## config.mk

```make
export PLATFORM = sky130hd
export DESIGN_NAME = multi_channel_soft_timer_flat
export DESIGN_NICKNAME = d
export VERILOG_FILES = /design/src/rtl/core/mcst_pkg.sv /design/src/rtl/core/mcst_req_if.sv /design/src/rtl/core/mcst_rsp_if.sv /design/src/rtl/core/multi_channel_soft_timer.sv /design/src/rtl/core/mcst_ctrl.sv /design/src/rtl/core/mcst_dp.sv /design/src/flat_wrapper.sv
export SDC_FILE = /design/constraint.sdc
export NUM_CORES = 2
export LEC_CHECK = 0
export BUFFER_PORTS_ARGS = -buffer_cell sky130_fd_sc_hd__buf_4
export CORE_ASPECT_RATIO = 0.7
export CORE_MARGIN = 1.5
export CORE_UTILIZATION = 57
export DETAILED_ROUTE_END_ITERATION = 10
export PLACE_DENSITY = 0.7
export SYNTH_ARGS = -nofsm -noshare
export SYNTH_HDL_FRONTEND = slang
export SYNTH_SLANG_ARGS = --single-unit
export TNS_END_PERCENT = 100
```

## constraint.sdc

```tcl
create_clock -name clk -period 15.9 [get_ports clk]
set_clock_uncertainty 0.2 [all_clocks]
set_input_delay 3.18 -clock clk [delete_from_list [all_inputs] [get_ports clk]]
set_output_delay 3.18 -clock clk [all_outputs]
set_load 0.02 [all_outputs]
```

## src/rtl/core/mcst_pkg.sv

```systemverilog
package mcst_pkg;

  localparam int NUM_SLOTS   = 8;
  localparam int MAX_RESULTS = 8;
  localparam int IDX_W       = (NUM_SLOTS > 1) ? $clog2(NUM_SLOTS) : 1;
  localparam int CNT_W       = $clog2(NUM_SLOTS + 1);

  localparam logic [3:0] CMD_TICK   = 4'd0;
  localparam logic [3:0] CMD_CREATE = 4'd1;
  localparam logic [3:0] CMD_START  = 4'd2;
  localparam logic [3:0] CMD_STOP   = 4'd3;
  localparam logic [3:0] CMD_PAUSE  = 4'd4;
  localparam logic [3:0] CMD_RESUME = 4'd5;
  localparam logic [3:0] CMD_RESET  = 4'd6;
  localparam logic [3:0] CMD_DELETE = 4'd7;
  localparam logic [3:0] CMD_SETIVL = 4'd8;
  localparam logic [3:0] CMD_QUERY  = 4'd9;

  localparam logic [2:0] ST_FREE    = 3'd0;
  localparam logic [2:0] ST_CREATED = 3'd1;
  localparam logic [2:0] ST_RUNNING = 3'd2;
  localparam logic [2:0] ST_PAUSED  = 3'd3;
  localparam logic [2:0] ST_EXPIRED = 3'd4;

  localparam logic [1:0] MODE_ONESHOT  = 2'd0;
  localparam logic [1:0] MODE_PERIODIC = 2'd1;
  localparam logic [1:0] MODE_WATCHDOG = 2'd2;

  localparam logic KIND_REPLY = 1'b0;
  localparam logic KIND_EVENT = 1'b1;

  typedef enum logic [1:0] {
    S_IDLE,
    S_READ,
    S_EVAL,
    S_FLUSH
  } state_t;

  typedef struct packed {
    logic start;
    logic rd;
    logic apply;
    logic step;
    logic push;
    logic flush;
  } ctl_cmd_t;

  typedef struct packed {
    logic is_tick;
    logic hit;
    logic need_push;
    logic out_free;
    logic idx_last;
    logic held_v;
  } ctl_sts_t;

  typedef struct packed {
    logic        result_kind;
    logic [7:0]  result_id;
    logic        ok;
    logic [2:0]  timer_state;
    logic        has_expired;
    logic [31:0] remaining_ms;
    logic [31:0] elapsed_ms;
    logic [31:0] trigger_count;
    logic [3:0]  active_count;
    logic        last;
  } result_t;

endpackage

```

## src/rtl/core/mcst_req_if.sv

```systemverilog
interface mcst_req_if;
  logic        valid;
  logic        ready;
  logic [3:0]  command;
  logic [7:0]  timer_id;
  logic [1:0]  timer_mode;
  logic [31:0] interval_ms;

  modport source (output valid, command, timer_id, timer_mode, interval_ms, input ready);
  modport sink (input valid, command, timer_id, timer_mode, interval_ms, output ready);
endinterface

```

## src/rtl/core/mcst_rsp_if.sv

```systemverilog
interface mcst_rsp_if;
  logic        valid;
  logic        ready;
  logic        result_kind;
  logic [7:0]  result_id;
  logic        ok;
  logic [2:0]  timer_state;
  logic        has_expired;
  logic [31:0] remaining_ms;
  logic [31:0] elapsed_ms;
  logic [31:0] trigger_count;
  logic [3:0]  active_count;
  logic        last;

  modport source (output valid, result_kind, result_id, ok, timer_state, has_expired,
                  remaining_ms, elapsed_ms, trigger_count, active_count, last,
                  input ready);
  modport sink (input valid, result_kind, result_id, ok, timer_state, has_expired,
                remaining_ms, elapsed_ms, trigger_count, active_count, last,
                output ready);
endinterface

```

## src/rtl/core/multi_channel_soft_timer.sv

```systemverilog
// Table of timer slots in one-shot, periodic or watchdog mode. Each input
// transfer is a command; a tick advances the millisecond counter and walks
// the slots, giving one event transfer per expiring slot (at most eight,
// the final one marked last), other commands give exactly one reply. The
// slot walk visits each slot with a registered read of the slot memory,
// then the update, and it waits while the result side holds off a pending
// result. A new command is taken only once the last one is done.
// Lookups stop at the first matching slot.
module multi_channel_soft_timer (
  input logic         clk,
  input logic         rst,
  mcst_req_if.sink    req,
  mcst_rsp_if.source  rsp
);
  import mcst_pkg::*;

  ctl_cmd_t cmd;
  ctl_sts_t sts;
  result_t  res;

  mcst_ctrl u_ctrl (
    .clk      (clk),
    .rst      (rst),
    .in_valid (req.valid),
    .in_ready (req.ready),
    .sts      (sts),
    .cmd      (cmd)
  );

  mcst_dp u_dp (
    .clk        (clk),
    .rst        (rst),
    .cmd        (cmd),
    .sts        (sts),
    .in_command (req.command),
    .in_id      (req.timer_id),
    .in_mode    (req.timer_mode),
    .in_ivl     (req.interval_ms),
    .res        (res),
    .res_valid  (rsp.valid),
    .res_ready  (rsp.ready)
  );

  assign rsp.result_kind   = res.result_kind;
  assign rsp.result_id     = res.result_id;
  assign rsp.ok            = res.ok;
  assign rsp.timer_state   = res.timer_state;
  assign rsp.has_expired   = res.has_expired;
  assign rsp.remaining_ms  = res.remaining_ms;
  assign rsp.elapsed_ms    = res.elapsed_ms;
  assign rsp.trigger_count = res.trigger_count;
  assign rsp.active_count  = res.active_count;
  assign rsp.last          = res.last;

  // A command is worked on alone: no second transfer right after one.
  a_one_at_a_time: assert property (@(posedge clk) disable iff (rst)
    req.valid && req.ready |=> !req.ready)
    else $error("input accepted while a command is in progress");

  // Expiry events always report success.
  a_event_ok: assert property (@(posedge clk) disable iff (rst)
    rsp.valid && rsp.result_kind == KIND_EVENT |-> rsp.ok)
    else $error("expiry event without ok");

  // A stalled push never happens: the controller waits for a free output.
  a_no_overrun: assert property (@(posedge clk) disable iff (rst)
    cmd.push || cmd.flush |-> sts.out_free)
    else $error("result overwritten before transfer");

endmodule

```

## src/rtl/core/mcst_ctrl.sv

```systemverilog
module mcst_ctrl (
  input  logic                clk,
  input  logic                rst,
  input  logic                in_valid,
  output logic                in_ready,
  input  mcst_pkg::ctl_sts_t  sts,
  output mcst_pkg::ctl_cmd_t  cmd
);
  import mcst_pkg::*;

  state_t state;
  state_t state_next;

  always_ff @(posedge clk) begin
    if (rst) begin
      state <= S_IDLE;
    end else begin
      state <= state_next;
    end
  end

  always_comb begin
    state_next = state;
    case (state)
      S_IDLE: begin
        if (in_valid) state_next = S_READ;
      end
      S_READ: state_next = S_EVAL;
      S_EVAL: begin
        if (!(sts.need_push && !sts.out_free)) begin
          if ((!sts.is_tick && sts.hit) || sts.idx_last) state_next = S_FLUSH;
          else state_next = S_READ;
        end
      end
      S_FLUSH: begin
        if (!sts.held_v || sts.out_free) state_next = S_IDLE;
      end
      default: state_next = S_IDLE;
    endcase
  end

  always_comb begin
    cmd      = '0;
    in_ready = 1'b0;
    case (state)
      S_IDLE: begin
        in_ready  = 1'b1;
        cmd.start = in_valid;
      end
      S_READ: cmd.rd = 1'b1;
      S_EVAL: begin
        if (!(sts.need_push && !sts.out_free)) begin
          cmd.apply = 1'b1;
          cmd.push  = sts.need_push;
          cmd.step  = !((!sts.is_tick && sts.hit) || sts.idx_last);
        end
      end
      S_FLUSH: cmd.flush = sts.held_v && sts.out_free;
      default: ;
    endcase
  end

endmodule

```

## src/rtl/core/mcst_dp.sv

```systemverilog
module mcst_dp (
  input  logic                clk,
  input  logic                rst,
  input  mcst_pkg::ctl_cmd_t  cmd,
  output mcst_pkg::ctl_sts_t  sts,
  input  logic [3:0]          in_command,
  input  logic [7:0]          in_id,
  input  logic [1:0]          in_mode,
  input  logic [31:0]         in_ivl,
  output mcst_pkg::result_t   res,
  output logic                res_valid,
  input  logic                res_ready
);
  import mcst_pkg::*;

  logic [3:0]       op;
  logic [7:0]       rid;
  logic [1:0]       rmode;
  logic [31:0]      rivl;
  logic [31:0]      now;
  logic [7:0]       next_id;
  logic [CNT_W-1:0] alloc;
  logic [IDX_W-1:0] idx;
  logic [3:0]       n;

  logic [7:0] slot_id   [NUM_SLOTS];
  logic [2:0] slot_st   [NUM_SLOTS];
  logic [1:0] slot_mode [NUM_SLOTS];

  logic [31:0] mem_ivl   [NUM_SLOTS];
  logic [31:0] mem_start [NUM_SLOTS];
  logic [31:0] mem_rem   [NUM_SLOTS];
  logic [31:0] mem_fire  [NUM_SLOTS];
  logic [31:0] rd_ivl, rd_start, rd_rem, rd_fire;

  result_t held;
  logic    held_v;
  result_t held_out;
  result_t out_r;
  logic    out_v;

  logic [2:0]  cur_st;
  logic [7:0]  cur_id;
  logic [1:0]  cur_mode;
  logic [31:0] el, left;
  logic        el_done, is_tick, running, fire, hit, idx_last, out_free;

  // Write controls for the slots and for the allocation and id counters.
  logic             we_ivl, we_start, we_rem, we_fire, we_st, we_idmode, we_alloc, we_nid;
  logic [31:0]      wd_ivl, wd_start, wd_rem, wd_fire;
  logic [2:0]       wd_st;
  logic [7:0]       wd_id, nid_inc;
  logic [1:0]       wd_mode;
  logic [CNT_W-1:0] wd_alloc;
  logic             build;
  result_t          built;

  assign cur_st   = slot_st[idx];
  assign cur_id   = slot_id[idx];
  assign cur_mode = slot_mode[idx];
  assign el       = now - rd_start;
  assign el_done  = el >= rd_ivl;
  assign left     = el_done ? 32'd0 : rd_ivl - el;
  assign is_tick  = op == CMD_TICK;
  assign running  = cur_st == ST_RUNNING;
  assign fire     = is_tick && running && el_done;
  assign idx_last = idx == IDX_W'(NUM_SLOTS - 1);
  assign out_free = !out_v || res_ready;
  assign nid_inc  = (next_id == 8'd255) ? 8'd1 : next_id + 8'd1;

  always_comb begin
    if (op == CMD_CREATE) hit = cur_st == ST_FREE && rmode <= MODE_WATCHDOG;
    else hit = cur_st != ST_FREE && cur_id == rid;
  end

  assign sts.is_tick   = is_tick;
  assign sts.hit       = hit;
  assign sts.need_push = fire && n < 4'(MAX_RESULTS) && held_v;
  assign sts.out_free  = out_free;
  assign sts.idx_last  = idx_last;
  assign sts.held_v    = held_v;

  always_comb begin
    we_ivl = 1'b0; we_start = 1'b0; we_rem = 1'b0; we_fire = 1'b0;
    we_st = 1'b0; we_idmode = 1'b0; we_alloc = 1'b0; we_nid = 1'b0;
    wd_ivl = rd_ivl; wd_start = now; wd_rem = rd_ivl; wd_fire = rd_fire + 32'd1;
    wd_st = cur_st; wd_id = next_id; wd_mode = rmode; wd_alloc = alloc;
    build = 1'b0;
    built = '0;
    built.result_kind  = KIND_REPLY;
    built.result_id    = rid;
    built.active_count = 4'(alloc);
    if (is_tick) begin
      if (running) begin
        if (el_done) begin
          we_fire = 1'b1;
          if (cur_mode == MODE_PERIODIC) begin
            we_start = 1'b1;
            we_rem   = 1'b1;
          end else begin
            we_st = 1'b1;
            wd_st = ST_EXPIRED;
          end
          build               = n < 4'(MAX_RESULTS);
          built.result_kind   = KIND_EVENT;
          built.result_id     = cur_id;
          built.ok            = 1'b1;
          built.timer_state   = wd_st;
          built.has_expired   = wd_st == ST_EXPIRED;
          built.trigger_count = wd_fire;
        end else begin
          we_rem = 1'b1;
          wd_rem = rd_ivl - el;
        end
      end
    end else if (hit) begin
      build = 1'b1;
      case (op)
        CMD_CREATE: begin
          we_idmode = 1'b1; we_st = 1'b1; wd_st = ST_CREATED;
          we_ivl = 1'b1; wd_ivl = rivl;
          we_start = 1'b1; wd_start = 32'd0;
          we_rem = 1'b1; wd_rem = rivl;
          we_fire = 1'b1; wd_fire = 32'd0;
          we_alloc = 1'b1; wd_alloc = alloc + CNT_W'(1);
          we_nid = 1'b1;
          built.result_id = next_id;
          built.ok        = 1'b1;
        end
        CMD_START, CMD_RESET: begin
          we_start = 1'b1; we_rem = 1'b1;
          we_st = 1'b1; wd_st = ST_RUNNING;
          built.ok = 1'b1;
        end
        CMD_STOP: begin
          we_st = 1'b1; wd_st = ST_FREE;
          we_alloc = 1'b1; wd_alloc = alloc - CNT_W'(1);
          built.ok = 1'b1;
        end
        CMD_PAUSE: begin
          if (running) begin
            we_rem = 1'b1; wd_rem = left;
            we_st = 1'b1; wd_st = ST_PAUSED;
            built.ok = 1'b1;
          end
        end
        CMD_RESUME: begin
          if (cur_st == ST_PAUSED) begin
            we_ivl = 1'b1; wd_ivl = rd_rem;
            we_start = 1'b1;
            we_st = 1'b1; wd_st = ST_RUNNING;
            built.ok = 1'b1;
          end
        end
        CMD_DELETE: begin
          we_idmode = 1'b1; wd_id = 8'd0; wd_mode = MODE_ONESHOT;
          we_st = 1'b1; wd_st = ST_FREE;
          we_alloc = 1'b1; wd_alloc = alloc - CNT_W'(1);
          built.ok = 1'b1;
        end
        CMD_SETIVL: begin
          we_ivl = 1'b1; wd_ivl = rivl;
          built.ok = 1'b1;
        end
        CMD_QUERY: begin
          built.ok            = 1'b1;
          built.timer_state   = cur_st;
          built.has_expired   = cur_st == ST_EXPIRED;
          built.remaining_ms  = running ? left : rd_rem;
          built.elapsed_ms    = running ? el : 32'd0;
          built.trigger_count = rd_fire;
        end
        default: ;
      endcase
      built.active_count = 4'(wd_alloc);
    end else if (idx_last) begin
      // No slot matched: a failed create reports id zero, a failed query
      // reports the timer as gone.
      build = 1'b1;
      if (op == CMD_CREATE) built.result_id = 8'd0;
      if (op == CMD_QUERY) built.has_expired = 1'b1;
    end
  end

  // The held result goes out marked last only when the walk is done.
  always_comb begin
    held_out      = held;
    held_out.last = cmd.flush;
  end

  always_ff @(posedge clk) begin
    if (cmd.rd) begin
      rd_ivl   <= mem_ivl[idx];
      rd_start <= mem_start[idx];
      rd_rem   <= mem_rem[idx];
      rd_fire  <= mem_fire[idx];
    end
    if (cmd.apply) begin
      if (we_ivl) mem_ivl[idx] <= wd_ivl;
      if (we_start) mem_start[idx] <= wd_start;
      if (we_rem) mem_rem[idx] <= wd_rem;
      if (we_fire) mem_fire[idx] <= wd_fire;
      if (we_idmode) begin
        slot_id[idx]   <= wd_id;
        slot_mode[idx] <= wd_mode;
      end
    end
    if (cmd.start) begin
      op    <= in_command;
      rid   <= in_id;
      rmode <= in_mode;
      rivl  <= in_ivl;
    end
    if (cmd.apply && build) held <= built;
    if (cmd.push || cmd.flush) out_r <= held_out;
  end

  always_ff @(posedge clk) begin
    if (rst) begin
      now     <= '0;
      next_id <= 8'd1;
      alloc   <= '0;
      idx     <= '0;
      n       <= '0;
      held_v  <= 1'b0;
      out_v   <= 1'b0;
      for (int i = 0; i < NUM_SLOTS; i++) slot_st[i] <= ST_FREE;
    end else begin
      if (cmd.start) begin
        if (in_command == CMD_TICK) now <= now + 32'd1;
        idx    <= '0;
        n      <= '0;
        held_v <= 1'b0;
      end
      if (cmd.step) idx <= idx + IDX_W'(1);
      if (cmd.apply) begin
        if (we_st) slot_st[idx] <= wd_st;
        if (we_alloc) alloc <= wd_alloc;
        if (we_nid) next_id <= nid_inc;
        if (build) begin
          held_v <= 1'b1;
          if (is_tick) n <= n + 4'd1;
        end
      end
      if (cmd.flush) held_v <= 1'b0;
      if (cmd.push || cmd.flush) out_v <= 1'b1;
      else if (res_ready) out_v <= 1'b0;
    end
  end

  assign res       = out_r;
  assign res_valid = out_v;

endmodule
```

## src/flat_wrapper.sv

```systemverilog
// flat-port wrapper written by rule: the top's interface ports become plain ports
module multi_channel_soft_timer_flat import mcst_pkg::*;
  (clk, rst, req_valid, req_command, req_timer_id, req_timer_mode, req_interval_ms, req_ready, rsp_valid, rsp_result_kind, rsp_result_id, rsp_ok, rsp_timer_state, rsp_has_expired, rsp_remaining_ms, rsp_elapsed_ms, rsp_trigger_count, rsp_active_count, rsp_last, rsp_ready);
  mcst_req_if req_i ();
  mcst_rsp_if rsp_i ();
  input logic clk;
  input logic rst;
  input wire logic [$bits(req_i.valid)-1:0] req_valid;
  input wire logic [$bits(req_i.command)-1:0] req_command;
  input wire logic [$bits(req_i.timer_id)-1:0] req_timer_id;
  input wire logic [$bits(req_i.timer_mode)-1:0] req_timer_mode;
  input wire logic [$bits(req_i.interval_ms)-1:0] req_interval_ms;
  output wire logic [$bits(req_i.ready)-1:0] req_ready;
  output wire logic [$bits(rsp_i.valid)-1:0] rsp_valid;
  output wire logic [$bits(rsp_i.result_kind)-1:0] rsp_result_kind;
  output wire logic [$bits(rsp_i.result_id)-1:0] rsp_result_id;
  output wire logic [$bits(rsp_i.ok)-1:0] rsp_ok;
  output wire logic [$bits(rsp_i.timer_state)-1:0] rsp_timer_state;
  output wire logic [$bits(rsp_i.has_expired)-1:0] rsp_has_expired;
  output wire logic [$bits(rsp_i.remaining_ms)-1:0] rsp_remaining_ms;
  output wire logic [$bits(rsp_i.elapsed_ms)-1:0] rsp_elapsed_ms;
  output wire logic [$bits(rsp_i.trigger_count)-1:0] rsp_trigger_count;
  output wire logic [$bits(rsp_i.active_count)-1:0] rsp_active_count;
  output wire logic [$bits(rsp_i.last)-1:0] rsp_last;
  input wire logic [$bits(rsp_i.ready)-1:0] rsp_ready;
  assign req_i.valid = req_valid;
  assign req_i.command = req_command;
  assign req_i.timer_id = req_timer_id;
  assign req_i.timer_mode = req_timer_mode;
  assign req_i.interval_ms = req_interval_ms;
  assign req_ready = req_i.ready;
  assign rsp_valid = rsp_i.valid;
  assign rsp_result_kind = rsp_i.result_kind;
  assign rsp_result_id = rsp_i.result_id;
  assign rsp_ok = rsp_i.ok;
  assign rsp_timer_state = rsp_i.timer_state;
  assign rsp_has_expired = rsp_i.has_expired;
  assign rsp_remaining_ms = rsp_i.remaining_ms;
  assign rsp_elapsed_ms = rsp_i.elapsed_ms;
  assign rsp_trigger_count = rsp_i.trigger_count;
  assign rsp_active_count = rsp_i.active_count;
  assign rsp_last = rsp_i.last;
  assign rsp_i.ready = rsp_ready;
  multi_channel_soft_timer u_core (.clk(clk), .rst(rst), .req(req_i), .rsp(rsp_i));
endmodule
```

**Word-level counts from Yosys, hierarchy flattened**

Memory sizes are Yosys's and may differ from the RTL's. A register that Yosys moved wholly into a read port is not among the register bits.
Cells that the tools add are included.

- Multiplexer cells: 148
- Reductions and logical operators: 43
- Order comparisons: 3
- Add/sub/neg operators: 9
- Bitwise operators: 4
- Equality and inequality tests: 23

Operators by type and width:

| operator | number |
|---|---|
| $mux W32 | 20 |
| $pmux W32 S2 | 2 |
| $mux W100 | 1 |
| $mux W1 | 70 |
| $mux W3 | 22 |
| $add A32 B1 Y32 const B | 2 |
| $mux W8 | 8 |
| $sub A32 B32 Y32 | 2 |
| $mux W36 | 1 |
| $ge A32 B32 Y1 | 1 |
| $mux W13 | 2 |
| $mux W4 | 6 |
| $eq A4 B3 Y1 const B | 4 |
| $pmux W3 S5 | 1 |
| $mux W14 | 1 |
| $mux W2 | 7 |
| $reduce_or A3 Y1 | 4 |
| $logic_and A1 B1 Y1 | 10 |
| $reduce_or A2 Y1 | 5 |
| $eq A3 B3 Y1 const B | 3 |
| $add A4 B1 Y4 const B | 2 |
| $add A8 B1 Y8 const B | 1 |
| $eq A4 B2 Y1 const B | 2 |
| $eq A4 B4 Y1 const B | 2 |
| 29 further kinds | 51 |

- Memories: 7
- RAM bits: 1128
- Register bits: 330
- Word-level logic and storage cells: 268

Memories:

| memory | words | width | rd ports | clocked after Yosys merged registers in | write ports | line | source |
|---|---|---|---|---|---|---|---|
| u_core.u_dp.mem_fire | 8 | 32 | 1 | 1 | 1 | mcst_dp.sv:33 | `logic [31:0] mem_fire [NUM_SLOTS];` |
| u_core.u_dp.mem_ivl | 8 | 32 | 1 | 1 | 1 | mcst_dp.sv:30 | `logic [31:0] mem_ivl [NUM_SLOTS];` |
| u_core.u_dp.mem_rem | 8 | 32 | 1 | 1 | 1 | mcst_dp.sv:32 | `logic [31:0] mem_rem [NUM_SLOTS];` |
| u_core.u_dp.mem_start | 8 | 32 | 1 | 1 | 1 | mcst_dp.sv:31 | `logic [31:0] mem_start [NUM_SLOTS];` |
| u_core.u_dp.slot_id | 8 | 8 | 1 | 1 | 1 | mcst_dp.sv:26 | `logic [7:0] slot_id [NUM_SLOTS];` |
| u_core.u_dp.slot_st | 8 | 3 | 1 | 1 | 8 | mcst_dp.sv:27 | `logic [2:0] slot_st [NUM_SLOTS];` |
| 1 more memories | n/a | n/a | n/a | n/a | n/a | n/a |  |

**Depth between registers and ports, before layout**

- Depth after elaboration: 13
- Gate-level depth with buffers: 28
- Depth with buffers taken out: 27

**Hierarchy**

Synthesis repeated with hierarchy kept, for this count alone.

- Cell total of the unflattened synthesis: 4010
- Area, all modules: 62575.0 um^2

Modules (own cells, without submodules):

| module | instances | sequential area each (um^2) | cells each | area an instance (um^2) |
|---|---|---|---|---|
| mcst_dp | 1 | 47095.2 | 3988 | 62406.1 |
| mcst_ctrl | 1 | 40.0 | 22 | 168.9 |

**Worst setup path after synthesis**

OpenSTA, ideal clock, no wires.

- Kind: flip-flop to flip-flop
- Start: reg u_core.u_dp.now[0]
- End: reg u_core.u_dp.out_r (netlist bit u_core.u_dp.res[0]) (enable)
- Buffers on the path: 1
- Clock period less this slack: 13.612 ns
- Setup time: 0.730 ns
- Data arrival time: 12.682 ns
- Path slack: 2.288 ns
- Cell stages (with the launch flop): 27
- Path through: dfxtp_1 inv_1 ha_1 inv_1 fa_1 a21o_1 and3_1 o21a_1 o21ai_0 a21boi_0 o21ai_0 a21oi_1 o2111ai_1 nor2b_1 xor2_1 ha_1 and4_1 a221oi_1 a21oi_1 o41ai_1 a21o_1 a21o_1 nand2_1 clkbuf_1 nor2_1 nor2_1 nor3_1

- Word-level cells in the longest chain between the ends: 9

RTL lines:

| what | line | source |
|---|---|---|
| start, declared | mcst_dp.sv:20 | `logic [31:0] now;` |
| start signal, assigned | mcst_dp.sv:230 | `if (in_command == CMD_TICK) now <= now + 32'd1;` |
| $sub A32 B32 Y32 (*) | mcst_dp.sv:61 | `assign el = now - rd_start;` |
| $ge A32 B32 Y1 (*) | mcst_dp.sv:62 | `assign el_done = el >= rd_ivl;` |
| $logic_and A1 B1 Y1 (*) | mcst_dp.sv:66 | `assign fire = is_tick && running && el_done;` |
| $logic_and A1 B1 Y1 (*) (2 in a row) | mcst_dp.sv:78 | `assign sts.need_push = fire && n < 4'(MAX_RESULTS) && held_v;` |
| $logic_and A1 B1 Y1 | mcst_ctrl.sv:52 | `if (!(sts.need_push && !sts.out_free)) begin` |
| $mux W3 (*) | mcst_ctrl.sv:52 |  |
| $mux W3 (*) | mcst_ctrl.sv:45 | `case (state)` |
| $logic_or A1 B1 Y1 (*) | mcst_dp.sv:215 | `if (cmd.push \|\| cmd.flush) out_r <= held_out;` |
| end signal, assigned | mcst_dp.sv:215 |  |
| end, declared | mcst_dp.sv:39 | `result_t out_r;` |

Every way passes the cells marked *; elsewhere a longest branch is shown, timed or not.
A chain may end at the register's enable or synchronous reset.

**Final worst setup path**

- Start: reg u_core.u_dp.now[0]
- End: mem u_core.u_dp.mem_fire[7][27] (enable)

- Word-level cells in the longest chain between the ends: 10

RTL lines:

| what | line | source |
|---|---|---|
| $sub A32 B32 Y32 (*) | mcst_dp.sv:61 |  |
| $ge A32 B32 Y1 (*) | mcst_dp.sv:62 |  |
| $logic_and A1 B1 Y1 | mcst_dp.sv:66 |  |
| $logic_and A1 B1 Y1 (2 in a row) | mcst_dp.sv:78 |  |
| $logic_and A1 B1 Y1 | mcst_ctrl.sv:52 |  |
| $mux W3 | mcst_ctrl.sv:52 |  |
| $mux W3 | mcst_ctrl.sv:45 |  |
| $mux W1 (*) | mcst_dp.sv:198 | `if (cmd.apply) begin` |
| $mux W1 (not written as such) (*) | mcst_dp.sv:202 | `if (we_fire) mem_fire[idx] <= wd_fire;` |
| end, declared | mcst_dp.sv:33 |  |

Marks and branches as above.

==> reports/qor.csv <==
stage,metric,value,unit
worst_hold_path,HP Class,reg -> reg,
route,DR vias/cell,6.63,
setup_path,critical path arrival,8450,ps
sta,worst slew pin tran,1310,ps
route,Residual DRC,0,
final_layout,nets,4261,
logic_synthesis,post-synthesis sequential area ratio,75.5,%
setup_path,WS Path Type,reg -> reg,
floorplan,Die W,398,µm
logic_synthesis,Main synth FF type,edfxtp_1,
sta,fin crit share,52.0,%
floorplan,Total Die Area,111000,µm²
logic_synthesis,Yosys cell types,84,
power_and_ir_drop,cell leakage power,23.2,nW
sta,max-slew violations,0,
sta,"Setup violations, final",0,
grt,global-route wire length before repair,243,mm
logic_synthesis,Synth Area in Adders,1.50,%
final_layout,area grow syn2layout,12.4,%
logic_synthesis,Post-synth ARST share,0,%
floorplan,Core Area,108000,µm²
grt,GRT Util Overall,30.0,%
logic_synthesis,post-synthesis average cell area,15.8,µm²
logic_synthesis,Post-Synthesis Net Count,4084,
sta,"Hold Violations, Final",0,
route,final WL,168,mm
sta,RSZ-0062 raised after global routing,no,
route,via count,37756,
floorplan,Starting Density,57.5,%
logic_synthesis,Synth warnings,0,
power_and_ir_drop,VDD IR max,108,µV
sta,f_max,0.121,GHz
clock_network,clock tree root buffer cell,clkbuf_16,
final_layout,Layout fillers,7587,
final_layout,post-route design area,70100,µm²
route,wire per inst,29.5,µm
sta,Worst slew margin,12.5,%
setup_path,crit path launch type,register,
floorplan,Die Y,280,µm
logic_synthesis,largest family of logic cells by synthesized area,compound AO/OA/AOI/OAI gates,
power_and_ir_drop,PwrDens,119,nW/µm²
clock_network,post_cts resized,0,
setup_path,CP peak stage delay,910,ps
logic_synthesis,"FF+latch count, synth",1589,
grt,grt total ovfl,0,
grt,initial antenna violation count,3,
route,DRT Pass-1 Iters,10,
final_layout,layout cell share with drive strength beyond 1,13.0,%
placement,pre-CTS WS,7700,ps
clock_network,"Setup Fix Bufs, Post-CTS",0,
clock_network,CTS tree,yes,
sta,"Min Clock Period, post-route",8270,ps
setup_path,CP max stage cell,nor2_4,
placement,Port Buffers,166,
setup_path,Critical Path Fanout Max,50,
clock_network,CTS hold repair buffers,0,
logic_synthesis,cell area after synthesis,62400,µm²
floorplan,Site Rows,101,
run_status,status,finished clean,
grt,largest net degree at the start of global routing,129,
setup_path,Crit. End Element,register,
job,Max Cap Viol,0,
logic_synthesis,Mapped Cells,3961,
clock_network,CTS Buf Count,144,
logic_synthesis,Synth Area in Simple Gates,6.86,%
clock_network,Worst-Skew Late Latency,780,ps
placement,Area after DPL,65500,µm²
route,DRT antenna net count,0,
clock_network,Clock Sinks,1589,
logic_synthesis,Post-synth EDFFs,1531,
clock_network,Clock Path Buffers,3,
setup_path,Worst EP required,16080,ps
placement,Final HPWL DP,100,mm
clock_network,H-tree levels,4,
sta,"Worst Setup Slack, final",7630,ps
logic_synthesis,post-synthesis xor/xnor area fraction,1.89,%
grt,number of global-route vias before repair,35483,
placement,gpl congestion,0.977,
sta,total negative setup slack,0,ps
logic_synthesis,mux share of post-synthesis cell area,1.25,%
route,DRT iter0 DRCs,5856,
floorplan,I/O pin count,167,
clock_network,register clock-pin slew on the reported worst setup and hold paths,60,ps
logic_synthesis,post-synthesis compound-gate area fraction,11.1,%
power breakdown:
part / internal, W / switching (W)
sequential: 0.00459 / 0.0000376
combinational: 0.0000863 / 0.000201
clock: 0.00191 / 0.00152
total: 0.00659 / 0.00176
cell usage in the layout, fill, tap and decap left out, types with 12 or more instances in the layout:
cell type / instances
a21o_1: 34
a21oi_1: 88
a221o_1: 17
a222oi_1: 19
a22oi_1: 560
and3_1: 36
buf_4: 245
bufinv_16: 12
clkbuf_1: 31
clkbuf_16: 147
clkinv_1: 30
clkinv_2: 17
dfxtp_1: 58
edfxtp_1: 1531
ha_1: 70
inv_1: 75
mux2i_1: 21
mux4_2: 17
nand2_1: 180
nand2b_1: 16
nand3_1: 55
nand4_1: 146
nor2_1: 220
nor2_4: 33
nor2b_1: 57
nor3_1: 30
nor3_2: 21
o21ai_0: 124
o21bai_1: 12
o31ai_1: 17
or3_1: 12
xnor2_1: 64
xor2_1: 68
critical path: cells and delay by family (launching register included):
kind                     cells  cell delay, ps
AO/OA/AOI/OAI               13            2950
XOR/XNOR                     1             230
adder cells (fa/ha/maj)      3             860
buffers and inverters        6            1660
flip-flops                   1             340
AND/OR/NAND/NOR              5            1560
sequential cells by signal, indices dropped and copies added, names as in the netlist, 24 cells and up, named ones only:
name / cells
u_core.u_dp.mem_start: 256
u_core.u_dp.rd_fire: 32
u_core.u_dp.now: 32
u_core.u_dp.rd_rem: 32
u_core.u_dp.held: 114
u_core.u_dp.rivl: 32
u_core.u_dp.res: 115
u_core.u_dp.slot_st: 24
u_core.u_dp.mem_fire: 256
u_core.u_dp.slot_id: 64
u_core.u_dp.rd_ivl: 32
u_core.u_dp.rd_start: 32
u_core.u_dp.mem_ivl: 256
u_core.u_dp.mem_rem: 256
logic make-up after synthesis:
| group | Yosys count |
|---|---|
| adders and majority gates | 73 |
| xor gates and xnor gates | 133 |
| DFF | 1589 |
| muxes | 47 |
| AOI/OAI and AO/OA | 971 |
| and+or+nand+nor | 856 |
| buffers and inverters | 292 |
final timing paths:
path / cells past startpoint / slack, ps / end / startpoint
max reg2reg: 28 / 7630 / u_core.u_dp.mem_fire[7][27]$_DFFE_PP_ / u_core.u_dp.now[0]$_SDFFE_PP0P_
min reg2reg: 0 / 220 / u_core.u_dp.res[76]$_DFFE_PP_ / u_core.u_dp.held[76]$_SDFFCE_PP0P_
min: 0 / 220 / u_core.u_dp.res[76]$_DFFE_PP_ / u_core.u_dp.held[76]$_SDFFCE_PP0P_
max: 28 / 7630 / u_core.u_dp.mem_fire[7][27]$_DFFE_PP_ / u_core.u_dp.now[0]$_SDFFE_PP0P_
synth_stat cells, types with 6 or more instances:
| library cell | n | share of area [%] |
|---|---|---|
| xor2_1 | 68 | 0.95 |
| o21a_1 | 11 | 0.13 |
| nor3_1 | 34 | 0.27 |
| nor2_1 | 253 | 1.5 |
| and2_1 | 10 | 0.10 |
| and3_1 | 37 | 0.37 |
| mux4_2 | 17 | 0.61 |
| nand4_1 | 146 | 1.5 |
| a21o_1 | 34 | 0.41 |
| nand2b_1 | 17 | 0.17 |
| clkbuf_1 | 185 | 1.1 |
| o21bai_1 | 12 | 0.14 |
| ha_1 | 70 | 1.4 |
| a31oi_1 | 11 | 0.11 |
| nor3_2 | 17 | 0.27 |
| xnor2_1 | 64 | 0.90 |
| inv_1 | 77 | 0.46 |
| nor3b_1 | 6 | 0.072 |
| nor2b_1 | 58 | 0.58 |
| nand3_1 | 55 | 0.44 |
| o31ai_1 | 18 | 0.22 |
| a211oi_1 | 7 | 0.084 |
| nand2_1 | 181 | 1.1 |
| or3_1 | 12 | 0.12 |
| dfxtp_1 | 58 | 1.9 |
| edfxtp_1 | 1531 | 74 |
| and4_1 | 6 | 0.084 |
| buf_2 | 12 | 0.096 |
| a222oi_1 | 19 | 0.30 |
| o21ai_0 | 125 | 1.0 |
| a221o_1 | 17 | 0.27 |
| a21oi_1 | 88 | 0.71 |
| a22oi_1 | 560 | 6.7 |
| mux2i_1 | 21 | 0.34 |
| a21boi_0 | 7 | 0.084 |
| buf_1 | 11 | 0.066 |
per-layer routing:
layer	global-route usage, %	vias to the layer above	wire [µm]
met5	0	-	172
met4	9.46	6	5010
met3	8.51	352	22200
met2	41.7	2466	70900
met1	46.0	18810	69400
li1	-	16122	-
layout make-up:
cell class	count	area [µm²]	share of cell area (%)
clock buffer	179	3810	5.43
sequential	1589	47100	67.2
inverter	77	292	0.416
tap	1442	1800	2.57
timing repair buffer	246	1860	2.65
clock inverter	77	776	1.11
antenna	3	7.51	0.0107
multi-input combinational	2080	14400	20.6
stage by stage:
stage | total power [W] | std cells | hold slack, ps | util [%]
floorplan | 0.00487 | 3961 | 200 | -
global placement | 0.00499 | 5434 | 201 | 60.4
detailed placement | 0.00499 | 5434 | 205 | 60.4
CTS | 0.00836 | 5690 | 212 | 64.7
global route | 0.00854 | 5691 | 222 | 64.7
finish | 0.00835 | 5693 | 216 | 64.7
(Power assumes the default switching activity.)
